--- src/hw/rtl/jsic_pkg.sv ---
// Package for the JSON stream indenter: character codes, widths and the
// request descriptor passed from the parser to the byte emitter. No dependencies.
package jsic_pkg;

	localparam int LEVEL_W     = 3;
	localparam int MAX_LEVEL_D = 7;
	localparam int WIDTH_W     = 3;
	localparam logic [WIDTH_W-1:0] INDENT_RESET = 3'd4;
	localparam logic [WIDTH_W-1:0] INDENT_CAP   = 3'd4;
	localparam int SPACE_W     = $clog2(MAX_LEVEL_D * 4 + 1);

	localparam logic [7:0] SKIP_LIMIT = 8'd32;
	localparam logic [7:0] CH_SPACE   = 8'h20;
	localparam logic [7:0] CH_NL      = 8'h0A;
	localparam logic [7:0] CH_LBRACE  = 8'h7B;
	localparam logic [7:0] CH_RBRACE  = 8'h7D;
	localparam logic [7:0] CH_LBRACK  = 8'h5B;
	localparam logic [7:0] CH_RBRACK  = 8'h5D;
	localparam logic [7:0] CH_QUOTE   = 8'h22;
	localparam logic [7:0] CH_BSLASH  = 8'h5C;
	localparam logic [7:0] CH_COMMA   = 8'h2C;
	localparam logic [7:0] CH_COLON   = 8'h3A;

	typedef struct packed {
		logic               pre_ind;   // newline and indent before the body
		logic               post_ind;  // newline and indent after the body
		logic               colon;     // body is space, colon, space
		logic [7:0]         body;
		logic [SPACE_W-1:0] spaces;
		logic               err;
	} jsic_job_t;

endpackage

--- src/hw/rtl/json_stream_indenter_core.sv ---
// JSON stream indenter, top level: parser state and request decode, with the
// byte emitter below. Depends on jsic_pkg and jsic_emitter.
// The request is registered into the emitter state, then each output byte into
// the output register. A kept byte gives 1 to 59 output bytes; input is held
// off meanwhile; the space down-counter gives one byte a cycle unless stalled.
// Reset (arst_n low): level 0, no pending open, outside string, indent width 4.
module json_stream_indenter_core
	import jsic_pkg::*;
#(
	parameter int MAX_LEVEL = MAX_LEVEL_D
) (
	input  logic               clk,
	input  logic               arst_n,
	input  logic               in_valid,
	output logic               in_stall,
	input  logic [7:0]         text_byte,
	output logic               out_valid,
	input  logic               out_stall,
	output logic [7:0]         out_byte,
	output logic               run_last,
	output logic               nest_error,
	input  logic               cfg_we,
	input  logic [WIDTH_W-1:0] cfg_wdata
);

	logic [WIDTH_W-1:0] width_q;
	logic [LEVEL_W-1:0] level_q;
	logic               open_q;
	logic               str_q;
	logic               esc_q;

	logic               busy;
	logic               acc;
	logic               kept;
	logic               is_open;
	logic               is_close;
	logic               pre_ind;
	logic               close_ind;
	logic               err;
	logic [LEVEL_W-1:0] level_d;
	logic [WIDTH_W-1:0] width_sat;
	logic [LEVEL_W+WIDTH_W-1:0] prod;
	jsic_job_t          job;

	// Hold input off while a request is still being expanded.
	assign in_stall = busy;
	assign acc      = in_valid && !in_stall;

	assign is_open  = (text_byte inside {CH_LBRACE, CH_LBRACK});
	assign is_close = (text_byte inside {CH_RBRACE, CH_RBRACK});

	// Outside a string, control bytes and space are dropped.
	assign kept      = str_q || (text_byte > SKIP_LIMIT);
	// Pending open followed by anything but a close: descend one level first.
	assign pre_ind   = !str_q && open_q && !is_close;
	// Close without a pending open: ascend and start a new line.
	assign close_ind = !str_q && is_close && !open_q;

	always_comb begin
		level_d = level_q;
		err     = 1'b0;
		if (pre_ind) begin
			if (level_q >= LEVEL_W'(MAX_LEVEL)) begin
				err = 1'b1;
			end else begin
				level_d = level_q + 1'b1;
			end
		end else if (close_ind) begin
			if (level_q == '0) begin
				err = 1'b1;
			end else begin
				level_d = level_q - 1'b1;
			end
		end
	end

	// Widths above the cap saturate; zero gives bare newlines.
	assign width_sat = (width_q > INDENT_CAP) ? INDENT_CAP : width_q;
	assign prod      = {{WIDTH_W{1'b0}}, level_d} * {{LEVEL_W{1'b0}}, width_sat};

	always_comb begin
		job.pre_ind  = pre_ind || close_ind;
		job.post_ind = !str_q && (text_byte == CH_COMMA);
		job.colon    = !str_q && (text_byte == CH_COLON);
		job.body     = text_byte;
		job.spaces   = prod[SPACE_W-1:0];
		job.err      = err;
	end

	always_ff @(posedge clk or negedge arst_n) begin
		if (!arst_n) begin
			width_q <= INDENT_RESET;
			level_q <= '0;
			open_q  <= 1'b0;
			str_q   <= 1'b0;
			esc_q   <= 1'b0;
		end else begin
			if (cfg_we) begin
				width_q <= cfg_wdata;
			end
			if (acc && kept) begin
				if (str_q) begin
					// Escaped pair passes through; an unescaped quote ends the string.
					if (esc_q) begin
						esc_q <= 1'b0;
					end else if (text_byte == CH_BSLASH) begin
						esc_q <= 1'b1;
					end else if (text_byte == CH_QUOTE) begin
						str_q <= 1'b0;
					end
				end else begin
					level_q <= level_d;
					open_q  <= is_open;
					if (text_byte == CH_QUOTE) begin
						str_q <= 1'b1;
						esc_q <= 1'b0;
					end
				end
			end
		end
	end

	jsic_emitter u_emitter (
		.clk        (clk),
		.arst_n     (arst_n),
		.load       (acc && kept),
		.job        (job),
		.busy       (busy),
		.out_valid  (out_valid),
		.out_stall  (out_stall),
		.out_byte   (out_byte),
		.run_last   (run_last),
		.nest_error (nest_error)
	);

endmodule

--- src/hw/rtl/jsic_emitter.sv ---
// Byte emitter: sequences one request into output bytes through a shared
// space down-counter and an output register. Depends on jsic_pkg.
module jsic_emitter
	import jsic_pkg::*;
(
	input  logic      clk,
	input  logic      arst_n,
	input  logic      load,
	input  jsic_job_t job,
	output logic      busy,
	output logic      out_valid,
	input  logic      out_stall,
	output logic [7:0] out_byte,
	output logic      run_last,
	output logic      nest_error
);

	localparam logic [2:0] ST_IDLE    = 3'd0;
	localparam logic [2:0] ST_NL_PRE  = 3'd1;
	localparam logic [2:0] ST_SP_PRE  = 3'd2;
	localparam logic [2:0] ST_BODY    = 3'd3;
	localparam logic [2:0] ST_NL_POST = 3'd4;
	localparam logic [2:0] ST_SP_POST = 3'd5;

	logic [2:0]         st_q;
	logic [2:0]         st_d;
	logic [SPACE_W-1:0] cnt_q;
	logic [SPACE_W-1:0] cnt_d;
	logic [1:0]         idx_q;
	logic [1:0]         idx_d;
	logic               post_q;
	logic               colon_q;
	logic [7:0]         body_q;
	logic [SPACE_W-1:0] spaces_q;
	logic               err_q;
	logic               ov_q;
	logic [7:0]         ob_q;
	logic               last_q;
	logic               oerr_q;
	logic               slot_free;
	logic               fire;
	logic [7:0]         byte_d;
	logic               last_d;

	assign busy      = (st_q != ST_IDLE);
	assign slot_free = !ov_q || !out_stall;
	assign fire      = busy && slot_free;

	always_comb begin
		st_d   = st_q;
		cnt_d  = cnt_q;
		idx_d  = idx_q;
		byte_d = CH_SPACE;
		last_d = 1'b0;
		case (st_q)
			ST_NL_PRE: begin
				byte_d = CH_NL;
				cnt_d  = spaces_q;
				st_d   = (spaces_q != '0) ? ST_SP_PRE : ST_BODY;
			end
			ST_SP_PRE: begin
				cnt_d = cnt_q - 1'b1;
				if (cnt_q == SPACE_W'(1)) begin
					st_d = ST_BODY;
				end
			end
			ST_BODY: begin
				if (colon_q) begin
					byte_d = (idx_q == 2'd1) ? CH_COLON : CH_SPACE;
				end else begin
					byte_d = body_q;
				end
				idx_d = idx_q + 1'b1;
				if (!colon_q || idx_q == 2'd2) begin
					if (post_q) begin
						st_d = ST_NL_POST;
					end else begin
						st_d   = ST_IDLE;
						last_d = 1'b1;
					end
				end
			end
			ST_NL_POST: begin
				byte_d = CH_NL;
				cnt_d  = spaces_q;
				if (spaces_q != '0) begin
					st_d = ST_SP_POST;
				end else begin
					st_d   = ST_IDLE;
					last_d = 1'b1;
				end
			end
			ST_SP_POST: begin
				cnt_d = cnt_q - 1'b1;
				if (cnt_q == SPACE_W'(1)) begin
					st_d   = ST_IDLE;
					last_d = 1'b1;
				end
			end
			default: begin
				st_d = ST_IDLE;
			end
		endcase
	end

	always_ff @(posedge clk or negedge arst_n) begin
		if (!arst_n) begin
			st_q <= ST_IDLE;
			ov_q <= 1'b0;
		end else begin
			if (load) begin
				st_q <= job.pre_ind ? ST_NL_PRE : ST_BODY;
			end else if (fire) begin
				st_q <= st_d;
			end
			if (fire) begin
				ov_q <= 1'b1;
			end else if (!out_stall) begin
				ov_q <= 1'b0;
			end
		end
	end

	always_ff @(posedge clk) begin
		if (load) begin
			post_q   <= job.post_ind;
			colon_q  <= job.colon;
			body_q   <= job.body;
			spaces_q <= job.spaces;
			err_q    <= job.err;
			idx_q    <= '0;
			cnt_q    <= '0;
		end else if (fire) begin
			idx_q <= idx_d;
			cnt_q <= cnt_d;
		end
		if (fire) begin
			ob_q   <= byte_d;
			last_q <= last_d;
			oerr_q <= err_q;
		end
	end

	assign out_valid  = ov_q;
	assign out_byte   = ob_q;
	assign run_last   = last_q;
	assign nest_error = oerr_q;

endmodule

--- config.mk ---
export PLATFORM = sky130hd
export DESIGN_NAME = json_stream_indenter_core
export DESIGN_NICKNAME = d
export VERILOG_FILES = /design/src/hw/rtl/jsic_pkg.sv /design/src/hw/rtl/json_stream_indenter_core.sv /design/src/hw/rtl/jsic_emitter.sv
export SDC_FILE = /design/constraint.sdc
export NUM_CORES = 1
export LEC_CHECK = 0
export ABC_AREA = 1
export ABC_CLOCK_PERIOD_IN_PS = 2800
export CAP_MARGIN = 0
export CORE_MARGIN = 8
export CORE_UTILIZATION = 57
export DETAILED_ROUTE_END_ITERATION = 16
export DONT_BUFFER_PORTS = 1
export PLACE_DENSITY = 0.75
export SLEW_MARGIN = 25
export SYNTH_ARGS = -nofsm -noshare
export SYNTH_HDL_FRONTEND = slang
export SYNTH_SLANG_ARGS = --single-unit
--- constraint.sdc ---
create_clock -name clk -period 2.8 [get_ports clk]
set_input_delay 0.14 -clock clk [delete_from_list [all_inputs] [get_ports clk]]
set_output_delay 0.14 -clock clk [all_outputs]
set_load 0.05 [all_outputs]
==> impl_metrics.ini <==
[finish]
final_cell_area_um2 = 2980
nFillCells = 351
finalNonFillerCells = 387
layout_commonest_cell = nand2_1
nets = 363
synthToLayoutAreaGrowth_pct = 16.3
drive_above_1_share_pct = 16.1
final_cell_mix = 75 x nand2_1, 38 x inv_1, 27 x nor2_1
diodes = 0

[synth]
yosysWarnings = 0
synth_fp_nets = 331
seq_area_frac_synth_pct = 48.7
avgSynthCellArea_um2 = 8.48
synth_cells = 302
synthTopCellsByArea = edfxtp_1 30%, dfrtp_1 12%, nand2_1 11%
synth_top_area_share_pct = 30.5
yosysUniqueCellTypes = 36
yosys.area.top_type = edfxtp_1
ys_ff_latch = 46
syn_area_um2 = 2560

[timing]
skew_ns = 0.00628
drv_slew = 0
tns_ns = -0.0380
relSlewSlack_pct = 54.2
min_period_ns = 2.84
fmax_mhz = 352
rsz0062_at_grt = true
fin_crit_sh_pct = 101
hold_viol_final = 0
worst_slack_ns = -0.0380
worst_pin_slew_ns = 0.685
setup_violations = 1

[grt]
groute.usage.overall_pct = 15.7
grt_pass1_wl_um = 9070
use_met2_pct = 27.3
met1_usage_pct = 18.1
grt_pass1_vias = 2008
antenna_found_initial = 0
met3_usage_pct = 3.91
grt_max_degree = 22
grt-busiest-layer = met2
grt_overflow = 0

[critical_path]
worstPathCellList = ha_2 > ha_4 > inv_2 > nand2_2 > nand4_1 > nand2_1 > nand2_2 > nand3_2 > fa_1 > inv_1 > ha_2 > fa_2 > xor2_2 > inv_1 > nand4_1 > nand2_1
end_kind = flop
critPathKind = flop to flop
crit_path_max_fanout = 3
required_ns = 2.86
crit_path_start_kind = flop
max_stage_delay_ns = 0.47
crit_buf_inv = 3
arrival_ns = 2.90
slowest_stage = fa_1
path_delay_family = adder cells

[power_and_ir_drop]
power.leakage_nw = 1.34
power_density_nw_per_um2 = 1020
p_total_mw = 3.03
vdd_drop_max_mv = 0.383

[routing]
viasPerCell = 5.30
drtIter0Drc = 198
routed_wl_um = 5190
routed-via-count = 2052
remaining_drc_errors = 0
dr.pass1.iters = 4
routedWlPerCell_um = 13.4
final_antenna_net_count = 0

[status]
violations = negative setup slack
status = finished with violations

[clock_network]
ctsRootBufferMaster = clkbuf_8
numCtsBuffers = 5
clkSinkCount = 46
worstSkewPairLatency_ns = 0.30
clk_pin_slew_ns = 0.09
h-tree-depth = 2
clockBufferDepth = 2
cts_tree = built

[placed_design]
portBuffers = 0
pre_cts_slack_ns = -0.118
dp_cells = 365
dp_hpwl_um = 3990
gp_congestion = 0.884
dpl_cell_area_um2 = 2750

[floorplanning]
dieWidth_um = 83.1
dieHeight_um = 83.1
io_pins = 28
die_area_um2 = 6900
start_util_pct = 58.9
rows = 24
coreArea_um2 = 4350

[run]
drv_cap = 0

[worst_hold_path]
hold_class = input pin to flop
[registers in the layout (all words and copies together) (netlist names)]
register / flops
u_emitter.out_valid: 1
str_q: 1
esc_q: 1
level_q: 3
open_q: 1
u_emitter.body_q: 8
u_emitter.spaces_q: 5
u_emitter.st_q: 3
u_emitter.out_byte: 8
u_emitter.nest_error: 1
u_emitter.colon_q: 1
u_emitter.cnt_q: 5
u_emitter.err_q: 1
u_emitter.run_last: 1
u_emitter.idx_q: 2
width_q: 3
u_emitter.post_q: 1
[routing by layer]
metal | part of all wire (%) | vias up
met4 | 1.4 | 0
met1 | 45 | 955
met2 | 50 | 32
met5 | 0 | -
li1 | - | 1060
met3 | 3.7 | 5
[per-stage QoR]
| step | hold WS (ns) | util [%] |
|---|---|---|
| 2_1_floorplan | -0.156 | - |
| 3_3_place_gp | -0.155 | 63.0 |
| 3_5_place_dp | -0.155 | 63.0 |
| 4_1_cts | 0.0250 | 68.2 |
| 5_1_grt | 0.0215 | 68.4 |
| 6_report | 0.0401 | 68.4 |
[path summary, 6_finish.rpt]
path                                  from               endpoint  slack, ns  cells after the start
min reg2reg                u_emitter.err_q   u_emitter.nest_error       0.45                      0
min in group asynchronous           arst_n      u_emitter.st_q[0]       0.31                      1
max reg2reg                     level_q[0]  u_emitter.spaces_q[4]      -0.04                     16
max in group asynchronous           arst_n             level_q[1]       2.05                      1
min                           text_byte[4]       u_emitter.post_q       0.04                      1
max                             level_q[0]  u_emitter.spaces_q[4]      -0.04                     16
[final cells by class]
type / instances / area [um2] / area share, %
flip-flops and latches: 46 / 1250 / 41.9
well taps: 52 / 65.1 / 2.18
multi-input cells: 212 / 1190 / 40.1
inverters: 44 / 165 / 5.54
repair buffers: 25 / 220 / 7.39
clock buffers: 6 / 72.6 / 2.44
clock inverters: 2 / 13.8 / 0.462
[timing repair]
action                                 in CTS  in global routing
gates resized for setup                     0                  2
setup endpoints to repair                   1                  1
endpoints found under the hold margin      24                  0
buffers inserted                            1                  0
hold buffers                               13                  0
pin swaps                                   6                  2
[synthesized netlist by cell type, drive strengths merged]
master and n:
and3 1, nand3b 1, a22oi 1, o21bai 1
o211ai 2, nand3 26, fa 2, dfxtp 7
a21oi 7, nand2 83, dfstp 1, o21ai 20
edfxtp 26, xnor2 1, mux2 2, nor3 5
a31oi 1, or2 3, xor2 1, dfrtp 12
nor2 32, o221ai 1, ha 11, nand4 9
inv 44, nor4 2
[power by group]
group          internal [mW]  switching, mW
combinational          0.442          0.776
clock                  0.176          0.225
sequential             0.998          0.414
total                   1.62           1.42
[cells by family (layout without fill, tap and decap cells)]
group / Yosys count / count (layout) / share of synthesized area, %
flops: 46 / 46 / 48.7
compound gates: 33 / 33 / 7.18
xor+xnor: 2 / 2 / 0.684
buf+inv: 44 / 77 / 6.44
simple gates: 162 / 162 / 29.2
mux: 2 / 2 / 0.879
fa+ha+maj: 13 / 13 / 6.93
Power figures use the tool's default switching activity.
